$ cat src/design/lcp_pkg.sv
// Shared types and constants for the LFU cache policy core.
`default_nettype none

package lcp_pkg;

   // Default sizing
   localparam int CAPACITY_DEF   = 16;
   localparam int COUNT_BITS_DEF = 16;

   // Capacity register
   localparam int                    CAP_REG_BITS = 5;
   localparam logic [CAP_REG_BITS-1:0] CAP_RESET  = 5'd16;

   // Command codes
   localparam logic CMD_GET = 1'b0;
   localparam logic CMD_SET = 1'b1;

   // Read value on a get miss
   localparam logic [31:0] MISS_VALUE = 32'hFFFF_FFFF;

   // Control sequence
   typedef enum logic [2:0] {
      ST_IDLE,
      ST_SCAN,
      ST_DECIDE,
      ST_UPDATE,
      ST_RESP
   } state_type;

   // Store modification chosen after the scan pass
   typedef enum logic [1:0] {
      OP_NONE,
      OP_TOUCH,
      OP_FILL,
      OP_REPLACE
   } op_type;

endpackage

`default_nettype wire

$ cat src/design/lfu_cache_policy_core.sv
// LFU cache policy core: key/value store with least-frequently-used replacement.
//
//   channel | direction | handshake               | payload
//   --------+-----------+-------------------------+------------------------------
//   req     | in        | req_valid / req_ready   | req_cmd, req_key, req_value
//   rsp     | out       | rsp_valid / rsp_ready   | rsp_hit, rsp_read_value
//   csr     | in        | csr_wr_en (no wait)     | csr_wr_data (capacity)
//
// A beat runs a scan pass and an update pass over the entry memory, each one
// slot read per cycle followed by draining the read pipe, between the accept,
// decide and response states. Operations that change nothing skip the update
// pass. Synchronous reset clears the valid bits, occupancy and control; memory
// contents need no clearing. A stalled rsp holds its beat in the output
// register; the next req waits until it has a slot.
`default_nettype none

module lfu_cache_policy_core #(
   parameter int CAPACITY   = lcp_pkg::CAPACITY_DEF,
   parameter int COUNT_BITS = lcp_pkg::COUNT_BITS_DEF
) (
   input  wire logic                             clock,
   input  wire logic                             reset,
   // request channel
   input  wire logic                             req_valid,
   output logic                                  req_ready,
   input  wire logic                             req_cmd,
   input  wire logic signed [31:0]               req_key,
   input  wire logic signed [31:0]               req_value,
   // response channel
   output logic                                  rsp_valid,
   input  wire logic                             rsp_ready,
   output logic                                  rsp_hit,
   output logic signed [31:0]                    rsp_read_value,
   // configuration
   input  wire logic                             csr_wr_en,
   input  wire logic [lcp_pkg::CAP_REG_BITS-1:0] csr_wr_data
);

   import lcp_pkg::*;

   localparam int IW = (CAPACITY > 1) ? $clog2(CAPACITY) : 1;  // slot index / age
   localparam int CW = $clog2(CAPACITY + 1);                   // slot count
   localparam int CB = COUNT_BITS;
   localparam logic [31:0]   CAP_LIM   = 32'(CAPACITY);
   localparam logic [CW-1:0] LAST_ISS  = CW'(CAPACITY);
   localparam logic [CB-1:0] COUNT_MAX = {CB{1'b1}};

   typedef struct packed {
      logic [31:0]   key;
      logic [31:0]   value;
      logic [CB-1:0] count;
      logic [IW-1:0] age;
   } entry_type;

   // Entry memory
   entry_type mem [CAPACITY];
   entry_type rd_data_ff;
   entry_type wr_data;
   logic      rd_en;
   logic      wr_en;

   // Control
   state_type     state_ff, state_in;
   logic [CW-1:0] iss_ff;
   logic          proc_vld_ff;
   logic [IW-1:0] proc_idx_ff;
   logic          pass_done;

   // Configuration and occupancy
   logic [CAP_REG_BITS-1:0] capacity_ff;
   logic [CAPACITY-1:0]     valid_ff;
   logic [CW-1:0]           occ_ff;

   // Captured request
   logic        cmd_ff;
   logic [31:0] key_ff;
   logic [31:0] value_ff;

   // Scan results
   logic          hit_ff;
   logic [IW-1:0] hit_idx_ff;
   logic [IW-1:0] hit_age_ff;
   logic [31:0]   hit_value_ff;
   logic          vic_found_ff;
   logic [IW-1:0] vic_idx_ff;
   logic [CB-1:0] vic_count_ff;
   logic [IW-1:0] vic_age_ff;
   logic          free_found_ff;
   logic [IW-1:0] free_idx_ff;

   // Decision
   op_type        op_ff, op_in;
   logic [IW-1:0] tgt_ff, tgt_in;
   logic [IW-1:0] ref_age_ff, ref_age_in;
   logic [31:0]   cap_eff;
   logic          full;

   // Output register
   logic        rsp_valid_ff;
   logic        rsp_hit_ff;
   logic [31:0] rsp_value_ff;
   logic        out_free;

   logic        cur_valid;
   logic        key_match;
   logic        better_vic;

   assign out_free  = !rsp_valid_ff || rsp_ready;
   assign pass_done = (iss_ff == LAST_ISS) && !proc_vld_ff;

   // Next state
   always_comb begin
      state_in = state_ff;
      case (state_ff)
         ST_IDLE:   if (req_valid) state_in = ST_SCAN;
         ST_SCAN:   if (pass_done) state_in = ST_DECIDE;
         ST_DECIDE: state_in = (op_in == OP_NONE) ? ST_RESP : ST_UPDATE;
         ST_UPDATE: if (pass_done) state_in = ST_RESP;
         ST_RESP:   if (out_free) state_in = ST_IDLE;
         default:   state_in = ST_IDLE;
      endcase
   end

   // Control outputs
   always_comb begin
      req_ready = 1'b0;
      rd_en     = 1'b0;
      wr_en     = 1'b0;
      case (state_ff)
         ST_IDLE:   req_ready = 1'b1;
         ST_SCAN:   rd_en = (iss_ff < LAST_ISS);
         ST_UPDATE: begin
            rd_en = (iss_ff < LAST_ISS);
            wr_en = proc_vld_ff;
         end
         default: ;
      endcase
   end

   // Decide the modification from the scan results
   always_comb begin
      cap_eff    = ({27'd0, capacity_ff} > CAP_LIM) ? CAP_LIM : {27'd0, capacity_ff};
      full       = 32'(occ_ff) >= cap_eff;
      op_in      = OP_NONE;
      tgt_in     = hit_idx_ff;
      ref_age_in = hit_age_ff;
      if (hit_ff) begin
         if (cmd_ff == CMD_GET || capacity_ff != '0) op_in = OP_TOUCH;
      end else if (cmd_ff == CMD_SET && capacity_ff != '0) begin
         if (!full) begin
            op_in  = OP_FILL;
            tgt_in = free_idx_ff;
         end else begin
            op_in      = OP_REPLACE;
            ref_age_in = vic_age_ff;
            tgt_in     = (free_found_ff && free_idx_ff < vic_idx_ff) ? free_idx_ff
                                                                     : vic_idx_ff;
         end
      end
   end

   // Scan compare terms for the slot whose data is back
   assign cur_valid  = valid_ff[proc_idx_ff];
   assign key_match  = cur_valid && (rd_data_ff.key == key_ff);
   assign better_vic = cur_valid && (!vic_found_ff || rd_data_ff.count < vic_count_ff ||
                       (rd_data_ff.count == vic_count_ff && rd_data_ff.age > vic_age_ff));

   // Modify the slot whose data is back during the update pass
   always_comb begin
      wr_data = rd_data_ff;
      if (proc_idx_ff == tgt_ff) begin
         if (op_ff == OP_TOUCH) begin
            wr_data.age = '0;
            if (rd_data_ff.count != COUNT_MAX) wr_data.count = rd_data_ff.count + CB'(1);
            if (cmd_ff == CMD_SET) wr_data.value = value_ff;
         end else begin
            wr_data.key   = key_ff;
            wr_data.value = value_ff;
            wr_data.count = CB'(1);
            wr_data.age   = '0;
         end
      end else if (cur_valid) begin
         if (op_ff == OP_FILL) begin
            wr_data.age = rd_data_ff.age + IW'(1);
         end else if (rd_data_ff.age < ref_age_ff) begin
            wr_data.age = rd_data_ff.age + IW'(1);
         end
      end
   end

   // Entry memory: one read, one write per cycle
   always_ff @(posedge clock) begin
      if (rd_en) rd_data_ff <= mem[iss_ff[IW-1:0]];
      if (wr_en) mem[proc_idx_ff] <= wr_data;
   end

   // Sequencer and slot walk
   always_ff @(posedge clock) begin
      if (reset) begin
         state_ff    <= ST_IDLE;
         iss_ff      <= '0;
         proc_vld_ff <= 1'b0;
      end else begin
         state_ff    <= state_in;
         proc_vld_ff <= rd_en;
         if (rd_en) iss_ff <= iss_ff + CW'(1);
         else if (state_ff == ST_IDLE || state_ff == ST_DECIDE) iss_ff <= '0;
      end
      proc_idx_ff <= iss_ff[IW-1:0];
   end

   // Capacity register
   always_ff @(posedge clock) begin
      if (reset) capacity_ff <= CAP_RESET;
      else if (csr_wr_en) capacity_ff <= csr_wr_data;
   end

   // Capture the request beat
   always_ff @(posedge clock) begin
      if (req_valid && req_ready) begin
         cmd_ff   <= req_cmd;
         key_ff   <= req_key;
         value_ff <= req_value;
      end
   end

   // Track hit, victim and free slot over the scan pass
   always_ff @(posedge clock) begin
      if (reset) begin
         hit_ff        <= 1'b0;
         vic_found_ff  <= 1'b0;
         free_found_ff <= 1'b0;
      end else if (req_valid && req_ready) begin
         hit_ff        <= 1'b0;
         vic_found_ff  <= 1'b0;
         free_found_ff <= 1'b0;
      end else if (state_ff == ST_SCAN && proc_vld_ff) begin
         if (key_match) begin
            hit_ff       <= 1'b1;
            hit_idx_ff   <= proc_idx_ff;
            hit_age_ff   <= rd_data_ff.age;
            hit_value_ff <= rd_data_ff.value;
         end
         if (better_vic) begin
            vic_found_ff <= 1'b1;
            vic_idx_ff   <= proc_idx_ff;
            vic_count_ff <= rd_data_ff.count;
            vic_age_ff   <= rd_data_ff.age;
         end
         if (!cur_valid && !free_found_ff) begin
            free_found_ff <= 1'b1;
            free_idx_ff   <= proc_idx_ff;
         end
      end
   end

   // Latch the decision; update valid bits and occupancy
   always_ff @(posedge clock) begin
      if (reset) begin
         op_ff    <= OP_NONE;
         valid_ff <= '0;
         occ_ff   <= '0;
      end else if (state_ff == ST_DECIDE) begin
         op_ff <= op_in;
         case (op_in)
            OP_FILL: begin
               valid_ff[tgt_in] <= 1'b1;
               occ_ff           <= occ_ff + CW'(1);
            end
            OP_REPLACE: begin
               valid_ff[vic_idx_ff] <= 1'b0;
               valid_ff[tgt_in]     <= 1'b1;
            end
            default: ;
         endcase
      end
   end

   always_ff @(posedge clock) begin
      if (state_ff == ST_DECIDE) begin
         tgt_ff     <= tgt_in;
         ref_age_ff <= ref_age_in;
      end
   end

   // Output register: load the result, drop it once taken
   always_ff @(posedge clock) begin
      if (reset) begin
         rsp_valid_ff <= 1'b0;
      end else if (state_ff == ST_RESP && out_free) begin
         rsp_valid_ff <= 1'b1;
      end else if (rsp_ready) begin
         rsp_valid_ff <= 1'b0;
      end
   end

   always_ff @(posedge clock) begin
      if (state_ff == ST_RESP && out_free) begin
         rsp_hit_ff <= hit_ff;
         if (cmd_ff == CMD_SET) rsp_value_ff <= '0;
         else if (hit_ff)       rsp_value_ff <= hit_value_ff;
         else                   rsp_value_ff <= MISS_VALUE;
      end
   end

   assign rsp_valid      = rsp_valid_ff;
   assign rsp_hit        = rsp_hit_ff;
   assign rsp_read_value = rsp_value_ff;

endmodule

`default_nettype wire

$ cat config.mk
export PLATFORM = sky130hd
export DESIGN_NAME = lfu_cache_policy_core
export DESIGN_NICKNAME = d
export VERILOG_FILES = /design/src/design/lcp_pkg.sv /design/src/design/lfu_cache_policy_core.sv
export SDC_FILE = /design/constraint.sdc
export NUM_CORES = 2
export LEC_CHECK = 0
export BUFFER_PORTS_ARGS = -buffer_cell sky130_fd_sc_hd__buf_2
export CAP_MARGIN = 15
export CORE_MARGIN = 2
export CORE_UTILIZATION = 56
export DETAILED_ROUTE_END_ITERATION = 10
export PLACE_DENSITY = 0.84
export SYNTH_ARGS = -nofsm -noshare
export SYNTH_HDL_FRONTEND = slang
export SYNTH_SLANG_ARGS = --single-unit
$ cat constraint.sdc
create_clock -name clock -period 7.94 [get_ports clock]
set_input_delay 1.588 -clock clock [delete_from_list [all_inputs] [get_ports clock]]
set_output_delay 1.588 -clock clock [all_outputs]
set_load 0.01 [all_outputs]
==> Word-level counts from Yosys, hierarchy flattened <==
Memory sizes are Yosys's and may differ from the RTL's. A register that Yosys moved wholly into a read port is not among the register bits.
Cells that the tools add are included.
Widths: inputs -> output; s select.
{ "op_classes": {"add_sub_neg": 4, "n_eq_ne": 17, "n_reduce_logical": 39, "mux": 44, "bitwise": 7, "order_cmp": 12} }
{ "ops": {"columns": ["cell", "n"], "rows": [
  ["$mux 32", 3],
  ["$mux 80", 1],
  ["$mux 52", 1],
  ["$mux 4", 11],
  ["$eq 32x32->1", 1],
  ["$or 16x16->16", 2],
  ["$pmux 16 s2", 1],
  ["$add 16x1->16 const B", 1],
  ["$and 16x16->16", 1],
  ["$eq 16x16->1", 1],
  ["$lt 16x16->1", 1],
  ["$mux 16", 1],
  ["$ne 16x16->1 const B", 1],
  ["$not 16->16", 1],
  ["$reduce_and 4->1", 4],
  ["$lt 4x5->1 const B", 3],
  ["$mux 3", 5],
  ["$mux 5", 3],
  ["$pmux 3 s5", 1],
  ["$logic_and 1x1->1", 12],
  ["$mux 1", 12],
  ["$add 5x1->5 const B", 2],
  ["$reduce_and 2->1", 5],
  ["$demux 1 s4", 2],
  ["other kinds (25)", 47]
]} }
{ "word_totals": {"ram_bits": 1344, "out_inout_bits": 35, "n_memories": 1, "input_bits": 75, "ff_bits": 219} }
{ "mem_list": {"columns": ["memory", "depth", "word_bits", "rd", "rd_ports_with_merged_regs", "wr", "line_no", "rtl"], "rows": [
  ["mem", 16, 84, 1, 1, 1, "lfu_cache_policy_core.sv:56", "entry_type mem [CAPACITY];"]
]} }

==> Longest topological paths before layout <==
{ "depth": {"depth_word": 12, "mapped_depth": 11, "mapped_depth_nobuf": 11} }

==> Worst setup path before layout <==
OpenSTA, ideal clock, no wires.
{ "synth_timing": {"path_type": "reg-to-reg", "startpoint": "reg state_ff[2]", "endpoint": "mem mem[0][0] (netlist bit) (enable)", "n_path_buf": 0, "setup_slack_ps": 520, "period_less_slack_ps": 7420, "arrival_time_ps": 6791, "stages_incl_launch_ff": 5, "setup_ps": 629, "path_cell_list": "dfxtp_1 and2b_2 nand3_1 or3_2 nor3_1"} }
{ "synth_between": {"elab_chain_len": 4} }
{ "synth_lines": {"columns": ["element", "line_no", "rtl"], "rows": [
  ["from (decl)", "lfu_cache_policy_core.sv:63", "state_type state_ff, state_in;"],
  ["from (signal assigned)", "lfu_cache_policy_core.sv:204", "state_ff <= state_in;"],
  ["$eq 3x2->1", "lfu_cache_policy_core.sv:129", "case (state_ff)"],
  ["$mux 1", "lfu_cache_policy_core.sv:129", null],
  ["$mux 1", "lfu_cache_policy_core.sv:194", "if (wr_en) mem[proc_idx_ff] <= wr_data;"],
  ["$mux 1 (not written as such)", "lfu_cache_policy_core.sv:194", null],
  ["to (decl)", "lfu_cache_policy_core.sv:56", null]
]} }
No other way between the ends.

==> Final worst setup path <==
{ "layout_timing": {"startpoint": "reg state_ff[0]", "endpoint": "mem mem[5][6] (netlist bit) (enable)"} }
Same word-level chain as after synthesis.

==> impl_metrics.yaml <==
status:
  outcome: "finished, final reports clean"
route:
  wirelength_um: 167100
  wl_per_cell_um: 35.85
  via_per_inst: 6.929
  ant_nets: 0
  firstDrtPassIters: 6
  vias: 32297
  first_iter_violations: 5483
  drc: 0
worst_setup_path:
  cp-end-kind: "flip-flop"
  reg2reg_from: "state_ff[0]$_SDFFE_PP0P_"
  r2r_cells: 7
  slowest_delay_ns: 0.78
  crit_buf_inv: 3
  r2r-end: "mem[5][6]$_DFFE_PP_"
  critPathTopFamily: "buffers and inverters"
  r2r_slack_ns: 3.98
  crit_top_cell: "buf_4"
  cp_max_fo: 38
  cp_cell_sequence: "and2b_2, nand3_1, inv_1, nand3b_1, nor2_4, buf_4, buf_4"
  timing.critical_path.from_type: "flip-flop"
  cp.depth: 7
  cp.required_ns: 8.35
  critical_path.slowest_cell: "buf_4"
  cp_data_arrival_time_ns: 4.37
  crit_type: "reg2reg"
hold_path:
  hold_path_class: "reg2reg"
  holdPathStages: 0
  hold_start: "rd_data_ff[22]$_DFFE_PP_"
  holdPathEnd: "hit_value_ff[2]$_DFFE_PP_"
cts:
  cts.sinks: 1647
  clkLatencyLatePin_ns: 0.78
  ctsResizeCount: 0
  ctsHoldBuffers: 0
  cts_tree: "built"
  clockBufferDepth: 3
  clkTransAtPathRegs_ns: 0.07
  cts_buffers: 154
  h-tree-depth: 4
  post-cts-setup-buffer-count: 0
  root_buffer: "clkbuf_16"
global_route:
  grt_max_degree: 131
  grt_pass1_wl_um: 239600
  busiest_layer: "met2"
  gr-usage-met2: 0.4719
  use_met1: 0.3801
  first_global_vias: 33003
  antenna_found_initial: 1
  grt.total_usage: 0.2905
  gr-total-overflow: 0
  use_met3: 0.06563
synthesis:
  synth_fp_nets: 2955
  synth_area_leaders: "edfxtp_1, mux4_2, dfxtp_1"
  syn_inst: 2844
  ys_seq_elements: 1647
  syn_avg_cell_area_um2: 22.24
  syn_area_um2: 63250
  yosysSeqAreaShare: 0.7748
  yosysTopAreaCell: "edfxtp_1"
  synth_edf_count: 1602
  synth_top_cell_area_share: 0.7606
  yosys_warnings: 0
  async_flop_share: 0
  synth_ff_type: "edfxtp_1"
  ys_types: 74
finish:
  regArea_um2: 49020
  final_common_cell: "edfxtp_1"
  nets: 3149
  multi_input_area_um2: 13520
  diodes: 0
  mostFrequentLayoutCells: "edfxtp_1, mux4_2, clkbuf_16"
  fillCellCount: 6619
  finalNonFillerCells: 4661
  syn_to_final_growth_pct: 11.76
  drive_gt1_frac: 0.2819
die:
  die_h_um: 340.1
  pin_count: 110
  std_cell_rows: 123
  core_um2: 112200
  die_area_um2: 115700
  initial_core_util: 0.5638
  chipWidth_um: 340.1
sta:
  setup_tns_ns: 0
  finalHoldViolCount: 0
  fin_crit_sh: 0.4989
  drv_slew: 0
  slew_headroom: 0.1691
  fmaxAchievable_mhz: 252.5
  rsz0062_at_grt: "no"
  fin_skew_ns: 0.01792
  max_slew.worst_pin.slew_ns: 1.246
  fin_crit_ns: 3.961
  setup_viol: 0
pwr:
  internal-power_mw: 13.88
  ir_drop_uv: 234.6
  clockPowerShare: 0.420
  power_density_nw_per_um2: 249.4
  power_switching_mw: 3.750
  comb_power_share: 0.032
  switching_share: 0.2127
  p_leak_nw: 22.11
  seqPwrFrac: 0.549
placement:
  place.port_buffers: 109
  gp_congestion: 0.8411
  placed_cells: 4379
  place_hpwl_um: 75510
job:
  maxCapViolCount: 0
-- sequential cells by signal (all words and copies together), names as in the netlist, 3 cells and up --
register,flops
mem,1344
rd_data_ff,84
hit_value_ff,32
key_ff,32
rsp_read_value,32
value_ff,32
valid_ff,16
vic_count_ff,16
capacity_ff,5
iss_ff,5
occ_ff,5
free_idx_ff,4
hit_age_ff,4
hit_idx_ff,4
proc_idx_ff,4
ref_age_ff,4
tgt_ff,4
vic_age_ff,4
vic_idx_ff,4
state_ff,3
-- how the worst max path moves through the flow --
stage | start | to | slack (ns)
2_1_floorplan | state_ff[2]$_SDFFE_PP0P_ | mem[0][0]$_DFFE_PP_ | 0.52
3_3_place_gp | state_ff[0]$_SDFFE_PP0P_ | mem[5][14]$_DFFE_PP_ | 4.26
3_5_place_dp | state_ff[0]$_SDFFE_PP0P_ | mem[5][17]$_DFFE_PP_ | 4.15
4_1_cts | state_ff[0]$_SDFFE_PP0P_ | mem[5][17]$_DFFE_PP_ | 4.05
5_1_grt | state_ff[0]$_SDFFE_PP0P_ | mem[5][14]$_DFFE_PP_ | 3.91
6_report | state_ff[0]$_SDFFE_PP0P_ | mem[5][6]$_DFFE_PP_ | 3.98
-- layout make-up --
type | count | share of cell area
Timing Repair Buffer | 170 | 0.01554
Tap cell | 1500 | 0.02655
Sequential cell | 1647 | 0.6935
Inverter | 72 | 0.003859
Multi-Input combinational cell | 993 | 0.1912
Clock buffer | 191 | 0.05708
Clock inverter | 88 | 0.01223
-- worst reg2reg max path, stage by stage, from the launching register on --
cell and delay, ns:
dfxtp_1 0.59, and2b_2 0.24, nand3_1 0.13, inv_1 0.13, nand3b_1 0.31, nor2_4 0.73
buf_4 0.80, buf_4 0.64
-- routing by layer --
metal | vias up | routed length [µm]
met1 | 16433 | 54930
met3 | 598 | 20880
met5 | - | 13
met4 | 2 | 8236
met2 | 3062 | 83060
li1 | 12202 | -
-- cell usage after synthesis (all sizes together), types with 16 or more instances --
master,n
nand4,22
ha,36
a21o,16
nand2,129
xor2,16
edfxtp,1602
dfxtp,45
a21oi,52
inv,72
nor2,62
xnor2,37
o21ai,25
clkbuf,74
mux2,37
buf,58
mux4,425
nor3,16
-- through the flow --
step / total power [mW] / instance area, µm² / hold slack, ns / setup WS, ns / util
6_report: 17.63 / 70690 / 0.4487 / 3.979 / 0.6301
5_1_grt: 17.97 / 70690 / 0.4631 / 3.908 / 0.6301
3_5_place_dp: 10.37 / 65750 / 0.4331 / 4.146 / 0.5860
3_3_place_gp: 10.34 / 65750 / 0.4286 / 4.263 / 0.5860
2_1_floorplan: 10.19 / 63250 / 0.3290 / 0.5202 / -
4_1_cts: 17.65 / 70650 / 0.4468 / 4.051 / 0.6297
-- power by group through the flow --
stage / combinational (mW) / clock, mW / sequential, mW
2_1_floorplan: 0.378 / 0 / 9.82
3_3_place_gp: 0.499 / 0 / 9.85
3_5_place_dp: 0.525 / 0 / 9.85
4_1_cts: 0.550 / 7.43 / 9.67
5_1_grt: 0.588 / 7.72 / 9.67
6_report: 0.560 / 7.40 / 9.67
-- cell families after synthesis --
| group | Yosys count | synth area share |
|---|---|---|
| flops | 1647 | 0.7748 |
| simple gates | 294 | 0.02249 |
| mux | 471 | 0.1593 |
| xor+xnor | 53 | 0.007339 |
| fa+ha+maj | 36 | 0.007121 |
| compound gates | 139 | 0.01501 |
| buf+inv | 204 | 0.01389 |
No activity file was read; power rests on OpenSTA's default activity.
